### src/rtl/core/teq_pkg.sv
// Package of constants and codes shared by the timer event queue files.
`default_nettype none
package teq_pkg;
    localparam int QueueDepth = 16;
    localparam int TimeBits   = 48;
    localparam int TagW       = 8;
    localparam int SeqW       = 16;
    localparam int CmdW       = 3;
    localparam int KindW      = 2;
    localparam int CountW     = 5;

    localparam logic [CmdW-1:0] CMD_INSERT     = 3'd0;
    localparam logic [CmdW-1:0] CMD_FIRE_DUE   = 3'd1;
    localparam logic [CmdW-1:0] CMD_ADVANCE    = 3'd2;
    localparam logic [CmdW-1:0] CMD_SET_TIME   = 3'd3;
    localparam logic [CmdW-1:0] CMD_CANCEL_ALL = 3'd4;
    localparam logic [CmdW-1:0] CMD_CANCEL_TAG = 3'd5;

    localparam logic [KindW-1:0] KIND_FIRED     = 2'd0;
    localparam logic [KindW-1:0] KIND_CANCELLED = 2'd1;
    localparam logic [KindW-1:0] KIND_SUMMARY   = 2'd2;
    localparam logic [KindW-1:0] KIND_REJECTED  = 2'd3;

    localparam logic [CountW-1:0] COUNT_MAX = '1;
endpackage
`default_nettype wire

### src/rtl/core/timer_event_queue_core.sv
// Top level of the timer event queue: slot store, scan sequencer and result output.
//
// Channel   Direction  Handshake                      Payload
// command   in         start & !busy                  i_cmd i_event_tag i_event_time
//                                                     i_event_seq i_time_value
// result    out        o_result_valid, one cycle      o_result_kind o_out_tag o_out_time
//                                                     o_out_seq o_next_deadline
//                                                     o_handled_count o_was_nonempty o_last
// config    in         i_cfg_valid & o_cfg_ready      i_cfg_data (time_mode)
//
// Every selection is one scan of the slot RAM, one slot per cycle.
// A command costs its accept and one summary scan; a drain adds one scan per event
// fired or cancelled and one more to find none left, advance one scan for the earliest
// deadline, and insert a walk of the valid bits, up to QUEUE_DEPTH slots.
// Synchronous active-low reset empties the store, sets time to zero and time_mode to 1.
// busy falls in the cycle that shows the summary item; results cannot be stalled.
`default_nettype none
module timer_event_queue_core #(
    parameter int QUEUE_DEPTH = teq_pkg::QueueDepth,
    parameter int TIME_BITS   = teq_pkg::TimeBits
) (
    input  wire logic                        i_clk,
    input  wire logic                        i_rst_n,
    input  wire logic                        start,
    output logic                             busy,
    input  wire logic [teq_pkg::CmdW-1:0]    i_cmd,
    input  wire logic [teq_pkg::TagW-1:0]    i_event_tag,
    input  wire logic [TIME_BITS-1:0]        i_event_time,
    input  wire logic [teq_pkg::SeqW-1:0]    i_event_seq,
    input  wire logic [TIME_BITS-1:0]        i_time_value,
    input  wire logic                        i_cfg_valid,
    output logic                             o_cfg_ready,
    input  wire logic                        i_cfg_data,
    output logic                             o_result_valid,
    output logic [teq_pkg::KindW-1:0]        o_result_kind,
    output logic [teq_pkg::TagW-1:0]         o_out_tag,
    output logic [TIME_BITS-1:0]             o_out_time,
    output logic [teq_pkg::SeqW-1:0]         o_out_seq,
    output logic [TIME_BITS-1:0]             o_next_deadline,
    output logic [teq_pkg::CountW-1:0]       o_handled_count,
    output logic                             o_was_nonempty,
    output logic                             o_last
);
    localparam int IdxW  = $clog2(QUEUE_DEPTH);
    localparam int WordW = TIME_BITS + teq_pkg::SeqW + teq_pkg::TagW;
    localparam logic [IdxW-1:0] LastIdx = IdxW'(QUEUE_DEPTH - 1);

    typedef enum logic [2:0] {
        S_IDLE, S_FREE, S_SCAN, S_WAIT, S_DECIDE
    } t_state;
    typedef enum logic [1:0] {
        PH_ADVANCE, PH_DRAIN, PH_SUMMARY
    } t_phase;
    typedef enum logic [1:0] {
        F_ANY, F_DUE, F_TAG
    } t_filter;

    t_state  r_state;
    t_phase  r_phase;
    t_filter r_filter;

    logic                         r_mode;
    logic [TIME_BITS-1:0]         r_cur;
    logic [TIME_BITS-1:0]         r_limit;
    logic [QUEUE_DEPTH-1:0]       r_valid;
    logic [IdxW-1:0]              r_idx;
    logic                         r_pv;
    logic [IdxW-1:0]              r_pidx;
    logic                         r_found;
    logic [IdxW-1:0]              r_best_idx;
    logic [TIME_BITS-1:0]         r_best_time;
    logic [teq_pkg::SeqW-1:0]     r_best_seq;
    logic [teq_pkg::TagW-1:0]     r_best_tag;
    logic [teq_pkg::TagW-1:0]     r_tag;
    logic [TIME_BITS-1:0]         r_evt_time;
    logic [teq_pkg::SeqW-1:0]     r_evt_seq;
    logic [teq_pkg::KindW-1:0]    r_kind;
    logic [teq_pkg::CountW-1:0]   r_count;
    logic                         r_is_all;

    logic                         n_we;
    logic [WordW-1:0]             n_wdata;
    logic [WordW-1:0]             n_rdata;
    logic [TIME_BITS-1:0]         n_rd_time;
    logic [teq_pkg::SeqW-1:0]     n_rd_seq;
    logic [teq_pkg::TagW-1:0]     n_rd_tag;
    logic                         n_match;
    logic                         n_better;

    assign busy        = (r_state != S_IDLE);
    assign o_cfg_ready = 1'b1;

    assign n_we    = (r_state == S_FREE) && !r_valid[r_idx];
    assign n_wdata = {r_evt_time, r_evt_seq, r_tag};
    assign {n_rd_time, n_rd_seq, n_rd_tag} = n_rdata;

    teq_ram #(
        .WIDTH (WordW),
        .DEPTH (QUEUE_DEPTH)
    ) u_slots (
        .i_clk   (i_clk),
        .i_we    (n_we),
        .i_waddr (r_idx),
        .i_wdata (n_wdata),
        .i_raddr (r_idx),
        .o_rdata (n_rdata)
    );

    always_comb begin
        unique case (r_filter)
            F_ANY:   n_match = 1'b1;
            F_DUE:   n_match = (n_rd_time <= r_limit);
            F_TAG:   n_match = (n_rd_tag == r_tag);
            default: n_match = 1'b0;
        endcase
        n_better = r_valid[r_pidx] && n_match &&
                   (!r_found || (n_rd_time < r_best_time) ||
                    ((n_rd_time == r_best_time) && (n_rd_seq < r_best_seq)));
    end

    always_ff @(posedge i_clk) begin
        if (!i_rst_n) begin
            r_state        <= S_IDLE;
            r_phase        <= PH_SUMMARY;
            r_filter       <= F_ANY;
            r_mode         <= 1'b1;
            r_cur          <= '0;
            r_valid        <= '0;
            r_pv           <= 1'b0;
            r_found        <= 1'b0;
            r_idx          <= '0;
            r_count        <= '0;
            r_is_all       <= 1'b0;
            o_result_valid <= 1'b0;
        end else begin
            o_result_valid <= 1'b0;
            r_pv           <= (r_state == S_SCAN);
            r_pidx         <= r_idx;

            if (i_cfg_valid) begin
                r_mode <= i_cfg_data;
            end

            if (r_pv && n_better) begin
                r_found     <= 1'b1;
                r_best_idx  <= r_pidx;
                r_best_time <= n_rd_time;
                r_best_seq  <= n_rd_seq;
                r_best_tag  <= n_rd_tag;
            end

            unique case (r_state)
                S_IDLE: begin
                    if (start) begin
                        r_tag      <= i_event_tag;
                        r_evt_time <= i_event_time;
                        r_evt_seq  <= i_event_seq;
                        r_count    <= '0;
                        r_is_all   <= 1'b0;
                        r_idx      <= '0;
                        r_found    <= 1'b0;
                        r_state    <= S_SCAN;
                        r_phase    <= PH_SUMMARY;
                        r_filter   <= F_ANY;
                        unique case (i_cmd)
                            teq_pkg::CMD_INSERT: begin
                                r_state <= S_FREE;
                            end
                            teq_pkg::CMD_FIRE_DUE: begin
                                r_phase  <= PH_DRAIN;
                                r_filter <= F_DUE;
                                r_kind   <= teq_pkg::KIND_FIRED;
                                r_limit  <= r_mode ? r_cur : i_time_value;
                            end
                            teq_pkg::CMD_ADVANCE: begin
                                if (r_mode) begin
                                    r_phase <= PH_ADVANCE;
                                end
                            end
                            teq_pkg::CMD_SET_TIME: begin
                                r_cur <= i_time_value;
                            end
                            teq_pkg::CMD_CANCEL_ALL: begin
                                r_phase  <= PH_DRAIN;
                                r_kind   <= teq_pkg::KIND_CANCELLED;
                                r_is_all <= 1'b1;
                            end
                            teq_pkg::CMD_CANCEL_TAG: begin
                                r_phase  <= PH_DRAIN;
                                r_filter <= F_TAG;
                                r_kind   <= teq_pkg::KIND_CANCELLED;
                            end
                            default: begin
                                r_phase <= PH_SUMMARY;
                            end
                        endcase
                    end
                end
                S_FREE: begin
                    if (!r_valid[r_idx]) begin
                        r_valid[r_idx] <= 1'b1;
                        r_idx          <= '0;
                        r_state        <= S_SCAN;
                    end else if (r_idx == LastIdx) begin
                        o_result_valid  <= 1'b1;
                        o_result_kind   <= teq_pkg::KIND_REJECTED;
                        o_out_tag       <= r_tag;
                        o_out_time      <= r_evt_time;
                        o_out_seq       <= r_evt_seq;
                        o_next_deadline <= '0;
                        o_handled_count <= '0;
                        o_was_nonempty  <= 1'b0;
                        o_last          <= 1'b0;
                        r_idx           <= '0;
                        r_state         <= S_SCAN;
                    end else begin
                        r_idx <= r_idx + 1'b1;
                    end
                end
                S_SCAN: begin
                    if (r_idx == LastIdx) begin
                        r_state <= S_WAIT;
                    end else begin
                        r_idx <= r_idx + 1'b1;
                    end
                end
                S_WAIT: begin
                    r_state <= S_DECIDE;
                end
                S_DECIDE: begin
                    r_idx   <= '0;
                    r_found <= 1'b0;
                    r_state <= S_SCAN;
                    unique case (r_phase)
                        PH_ADVANCE: begin
                            if (r_found) begin
                                r_cur    <= r_best_time;
                                r_limit  <= r_best_time;
                                r_phase  <= PH_DRAIN;
                                r_filter <= F_DUE;
                                r_kind   <= teq_pkg::KIND_FIRED;
                            end else begin
                                r_phase <= PH_SUMMARY;
                            end
                        end
                        PH_DRAIN: begin
                            if (r_found) begin
                                o_result_valid      <= 1'b1;
                                o_result_kind       <= r_kind;
                                o_out_tag           <= r_best_tag;
                                o_out_time          <= r_best_time;
                                o_out_seq           <= r_best_seq;
                                o_next_deadline     <= '0;
                                o_handled_count     <= '0;
                                o_was_nonempty      <= 1'b0;
                                o_last              <= 1'b0;
                                r_valid[r_best_idx] <= 1'b0;
                                if (r_count != teq_pkg::COUNT_MAX) begin
                                    r_count <= r_count + 1'b1;
                                end
                            end else begin
                                r_phase  <= PH_SUMMARY;
                                r_filter <= F_ANY;
                            end
                        end
                        PH_SUMMARY: begin
                            o_result_valid  <= 1'b1;
                            o_result_kind   <= teq_pkg::KIND_SUMMARY;
                            o_out_tag       <= '0;
                            o_out_time      <= '0;
                            o_out_seq       <= '0;
                            o_next_deadline <= r_found ? r_best_time : '1;
                            o_handled_count <= r_count;
                            o_was_nonempty  <= r_is_all && (r_count != '0);
                            o_last          <= 1'b1;
                            r_state         <= S_IDLE;
                        end
                        default: begin
                            r_state <= S_IDLE;
                        end
                    endcase
                end
                default: begin
                    r_state <= S_IDLE;
                end
            endcase
        end
    end
endmodule
`default_nettype wire

### src/rtl/core/teq_ram.sv
// Generic single-port-write, single-port-read RAM with registered read data.
`default_nettype none
module teq_ram #(
    parameter int WIDTH = 8,
    parameter int DEPTH = 16
) (
    input  wire logic                     i_clk,
    input  wire logic                     i_we,
    input  wire logic [$clog2(DEPTH)-1:0] i_waddr,
    input  wire logic [WIDTH-1:0]         i_wdata,
    input  wire logic [$clog2(DEPTH)-1:0] i_raddr,
    output logic      [WIDTH-1:0]         o_rdata
);
    logic [WIDTH-1:0] r_mem [DEPTH];

    always_ff @(posedge i_clk) begin
        if (i_we) begin
            r_mem[i_waddr] <= i_wdata;
        end
        o_rdata <= r_mem[i_raddr];
    end
endmodule
`default_nettype wire
### config.mk
export PLATFORM = sky130hd
export DESIGN_NAME = timer_event_queue_core
export DESIGN_NICKNAME = d
export VERILOG_FILES = /design/src/rtl/core/teq_pkg.sv /design/src/rtl/core/timer_event_queue_core.sv /design/src/rtl/core/teq_ram.sv
export SDC_FILE = /design/constraint.sdc
export NUM_CORES = 2
export LEC_CHECK = 0
export ABC_AREA = 1
export BUFFER_PORTS_ARGS = -buffer_cell sky130_fd_sc_hd__buf_4
export CAP_MARGIN = 40
export CORE_MARGIN = 5
export CORE_UTILIZATION = 25
export CTS_CLUSTER_DIAMETER = 100
export DETAILED_ROUTE_END_ITERATION = 10
export PLACE_DENSITY = 0.36
export SYNTH_ARGS = -nofsm -noshare
export SYNTH_HDL_FRONTEND = slang
export SYNTH_SLANG_ARGS = --single-unit
### constraint.sdc
create_clock -name i_clk -period 21.6 [get_ports i_clk]
set_clock_uncertainty 0.2 [all_clocks]
set_input_delay 2.16 -clock i_clk [delete_from_list [all_inputs] [get_ports i_clk]]
set_output_delay 2.16 -clock i_clk [all_outputs]
set_load 0.02 [all_outputs]
# Yosys cells after proc, flatten, opt, wreduce, memory -nomap -nowiden
# Memories as Yosys holds them, arrays and structs flattened. A register that Yosys moved wholly into a read port is not among the register bits.
# Cells that the tools add are included.
# word_totals
regBits,416
word_cells,222
mem_bits_rw,1152
out_inout_bits,132
input_bits,128
n_memories,1
# memory_table
memory,depth,width,rd,rd_clocked_by_memory_dff,wr,line,text
u_slots.r_mem,16,72,1,1,1,teq_ram.sv:14,logic [WIDTH-1:0] r_mem [DEPTH];
# classes
n_reduce_logical,37
addsub,2
mux,105
n_lt_le_gt_ge,8
n_bitwise,3
n_eq_ne,36
# op_table
op,n
48-bit 2-to-1 mux,13
48-bit one-hot mux with 2 select lines,6
16-bit 2-to-1 mux,6
16-bit one-hot mux with 2 select lines,3
48-bit == test,1
48-bit <= comparator,1
48-bit < comparator,1
2-bit one-hot mux with 2 select lines,10
5-bit 2-to-1 mux,7
8-bit one-hot mux with 2 select lines,2
2-bit 2-to-1 mux,15
5-bit one-hot mux with 2 select lines,3
8-bit 2-to-1 mux,3
6-bit AND reduction,3
16-bit bitwise AND,1
16-bit < comparator,1
4-bit 2-to-1 mux,4
16-bit NOT,1
16-bit OR,1
4-bit one-hot mux with 4 select lines,1
"4-bit by 5-bit < comparator with 1-bit output, second input constant",3
1-bit 2-to-1 mux,15
3-bit one-hot mux with 5 select lines,1
5-bit AND reduction,3
34 further kinds,86

# Logic depth before layout (Yosys ltp)
# depth
ltp_word,9
ltp_mapped,16
ltp_nobuf,16

# Hierarchy
# A second synthesis with hierarchy kept.
# hier_totals
cells_unflattened,6669
hier_area_um2,70358.7
# modules_own_cells
mod,seq_area_each_um2,area_per_inst_um2,cells_each,n_inst
teq_ram,36034.6,50772.4,4731,1
timer_event_queue_core,11611.1,19586.3,1938,1

# Worst setup path after synthesis
# OpenSTA, ideal clock, no wires.
# synth_path
path_kind,input -> register
start,input port i_rst_n
end,"register o_handled_count[0] (netlist name), enable pin"
setup_time_ns,0.934
arrival_time_ns,14.631
required_time_ns,20.466
path_stages,3
path_buffers,1
path_slack_ns,5.835
cell_sequence,clkbuf_1 -> o21ai_0 -> nor4_1
# synth_between
elab_chain_len,1
# synth_lines
item,line,text
start: declaration,timer_event_queue_core.sv:23,"input wire logic i_rst_n,"
6-bit AND reduction (no source line),--,
end signal: assignment,timer_event_queue_core.sv:273,o_handled_count <= r_count;
end: declaration,timer_event_queue_core.sv:40,"output logic [teq_pkg::CountW-1:0] o_handled_count,"
# No other way between the ends.
# A chain may end at the register's enable or synchronous reset.

# Final worst setup path
# layout_path
start,register r_idx[0]
end,"memory u_slots.r_mem[12][35] (netlist name), enable pin"
# layout_between
elab_chain_len,6
# layout_lines
item,line,text
start: declaration,timer_event_queue_core.sv:66,logic [IdxW-1:0] r_idx;
start signal: assignment,timer_event_queue_core.sv:217,r_idx <= r_idx + 1'b1;
start signal: assignment,timer_event_queue_core.sv:224,r_idx <= r_idx + 1'b1;
1-bit binary-select mux with 4-bit select,timer_event_queue_core.sv:93,assign n_we = (r_state == S_FREE) && !r_valid[r_idx];
1-bit 2-to-1 mux (not written as such),timer_event_queue_core.sv:93,
1-bit logical NOT,--,
1-bit logical AND,timer_event_queue_core.sv:93,
1-bit 2-to-1 mux,teq_ram.sv:17,if (i_we) begin
1-bit 2-to-1 mux (not written as such),teq_ram.sv:18,r_mem[i_waddr] <= i_wdata;
end: declaration,teq_ram.sv:14,
# Parallel ways exist; a longest one is shown, timed or not. The select of a mux whose other input is x is not followed.

==> impl_metrics.toml <==
[critical_path]
critPathBufInv = 4
critPathMostFrequentCell = "nand2_1"
crit_arrival_ns = 5.02
critical_path.slowest_cell = "dfxtp_4"
start_kind = "register"
cp_cell_sequence = "inv_8, o211ai_1, nand2_1, nand2_1, nand2_1, nor2_1, nand2_1, buf_8, nor3_2, buf_4, buf_4"
critPathRequiredTime_ns = 21.85
critical_path.top_delay_family = "buffers and inverters"
critPathMaxFanout = 125
cpPeakStageDelay_ns = 0.88
crit_path_end_kind = "register"
path_class = "register to register"

[floorplan]
die_h_um = 520
die-area_sq_um = 270000
coreArea_sq_um = 259000
boundaryPins = 260
rows = 187
initial_core_util_pct = 25.1
die_x_um = 520

[placement]
dp.cells = 8691
post-dp-hpwl_mm = 131
port_buffers = 258
routabilityCongestion = 0.753
dpl-instance-area_sq_um = 71500

[detailed_routing]
via_per_inst = 4.63
drc = 0
wl_per_cell_um = 24.0
drtAntennaViolNets = 0
dr_total_vias = 41800
dr.pass1.iters = 5
drt_iter0_drc = 3256
wl_mm = 217

[logic_synthesis]
syn_nets = 5458
yosys.area.top_type = "edfxtp_1"
syn_area_sq_um = 65000
syn_avg_cell_area_sq_um = 12.5
ys_ff_latch = 1639
syn_inst = 5209
synth.area.top_cells = "edfxtp_1 68%, o21ai_0 5.9%, dfxtp_1 4.8%"
synth_cell_type_count = 43
ys_warn_count = 0
netlist.area_leader.share_pct = 68.5
yosysSeqAreaShare_pct = 73.3

[clock_tree]
cts_sinks = 1639
clk_pin_slew_worst_paths_ns = 0.06
cts_root_buf = "clkbuf_16"
numCtsBuffers = 183
clockBufferDepth = 3
clk_latency_ns = 0.84
cts_resized = 0
cts_setup_buffers = 0
cts_tree = "done"
ctsHoldBuffers = 0
htree_levels = 4

[sta]
holdWs_ns = 0.230
period_minus_slack_ns = 4.77
finalCritPeriodShare_pct = 22.1
finalMaxSlewViolations = 0
worst_pin_slew_ns = 1.03
final_hold_viol_count = 0
setup_tns_ns = 0
setup_viol = 0
rsz0062_at_grt = "false"
max_slew_margin_pct = 31.0
fmaxAchievable_mhz = 209

[power]
leakagePower_uw = 0.0267
vdd_drop_max_mv = 0.0970
power.density_nw_per_um2 = 115
p_total_uw = 8950

[global_routing]
globalRoute.totalOverflow = 0
grt_usage_pct = 15.6
grt_pass1_wl_mm = 310
grt_start_max_net_pins = 205
grt_pass1_vias = 41600
antenna_found_initial = 12

[final_layout]
final_cells = 9031
final_nets = 5723
register_area_sq_um = 47700
drive_above_1_share_pct = 12.8
final_cell_area_sq_um = 77600
syn2layout_area_growth_pct = 19.3
num-fill-cells = 26400
multi_input_area_sq_um = 15300

[hold_path]
hp-class = "register to register"

[run_status]
status = "completed"

[job]
drv_cap = 0
## layer usage
metal	wire [um]	track usage, %	vias to the layer above
met4	4650	3.93	4
met3	9850	2.53	271
met1	104000	22.4	21100
met2	97800	24.5	976
li1	-	-	19500
met5	27	0	-
## path summary, 6_finish.rpt
kind | to | slack [ns] | startpoint | cells after the start
max reg2reg | u_slots.r_mem[12][35] | 16.83 | r_idx[0] | 11
min | r_best_seq[0] | 0.23 | u_slots.o_rdata[8] | 0
max | u_slots.r_mem[12][35] | 16.83 | r_idx[0] | 11
min reg2reg | r_best_seq[0] | 0.23 | u_slots.o_rdata[8] | 0
## where the power goes
part	total (uW)	switching (uW)	leakage [uW]	internal, uW
Combinational	1850	1300	0.00910	550
Sequential	3940	196	0.0147	3750
Clock	3160	1320	0.00292	1840
Total	8950	2820	0.0267	6130
## cell usage after synthesis (all sizes together)
master	number
o2111ai	1
nor3	25
xnor2	4
xor2	1
dfxtp	157
a211oi	5
nand4	87
nand3	45
nor3b	1
nor4	5
o22ai	289
a21o	1
o21a	5
clkbuf	208
o31ai	49
o211ai	8
nor2	744
a31oi	50
or2	4
a41oi	1
edfxtp	1482
o21bai	2
nand3b	1
nand2	689
a21oi	134
conb	1
ha	121
inv	224
buf	100
o21ai	765
## area by class of cell
| type | count | share of cell area [%] |
|---|---|---|
| flip-flops and latches | 1639 | 61.4 |
| multi-input cells | 3038 | 19.8 |
| clock buffers | 255 | 6.55 |
| well taps | 3402 | 5.49 |
| repair buffers | 388 | 4.41 |
| clock inverters | 80 | 1.20 |
| inverters | 224 | 1.12 |
| diodes | 5 | 0.0161 |
## flip-flops by register name (all words and copies together), names as in the netlist, 48 cells and up
name and cells:
u_slots.o_rdata 72, u_slots.r_mem 1152, r_limit 48, r_evt_time 48, o_out_time 48, o_next_deadline 48
r_best_time 48, r_cur 48
## per-stage QoR
step	setup slack [ns]	util [%]
after detailed placement	16.45	27.6
final	16.83	29.9
after global placement	15.99	27.3
after global routing	16.51	29.9
after floorplan	5.83	-
after CTS	16.68	29.9
## layout by cell type, fill, tap and decap left out, types with 6 or more instances in the layout
master     synthesis  layout
nand3_1           45      45
buf_4              6     354
clkinv_2           0      21
buf_12             1       9
nand4_1           87      87
dfxtp_1          157     153
o21ai_0          761     761
o211ai_1           7       7
buf_16             0      19
inv_2              8       8
ha_1             121     120
a21oi_1          124     123
nand2_2           12      12
inv_6              1       6
nor2_1           743     737
nor3_1            24       9
clkinv_1           0      26
nor2_4             1       7
a31oi_1           50      50
nor3_2             1      16
clkbuf_1         208      51
o22ai_1          289     289
clkbuf_8           0      19
bufinv_16          0      16
edfxtp_1        1482    1482
inv_1            215     211
nand2_1          673     673
o31ai_1           49      49
a21oi_2           10      10
clkbuf_16          0     185
## kinds of logic (layout without fill, tap and decap cells)
group / Yosys count / in the layout / share of synthesized area [%]
compound gates: 1310 / 1310 / 11.1
other cells: 1 / 6 / 0.00577
flops: 1639 / 1639 / 73.3
buf+inv: 532 / 947 / 3.35
fa+ha+maj: 121 / 121 / 2.33
simple gates: 1601 / 1601 / 9.87
xor+xnor: 5 / 5 / 0.0674
No activity file was read; power rests on OpenSTA's default activity.
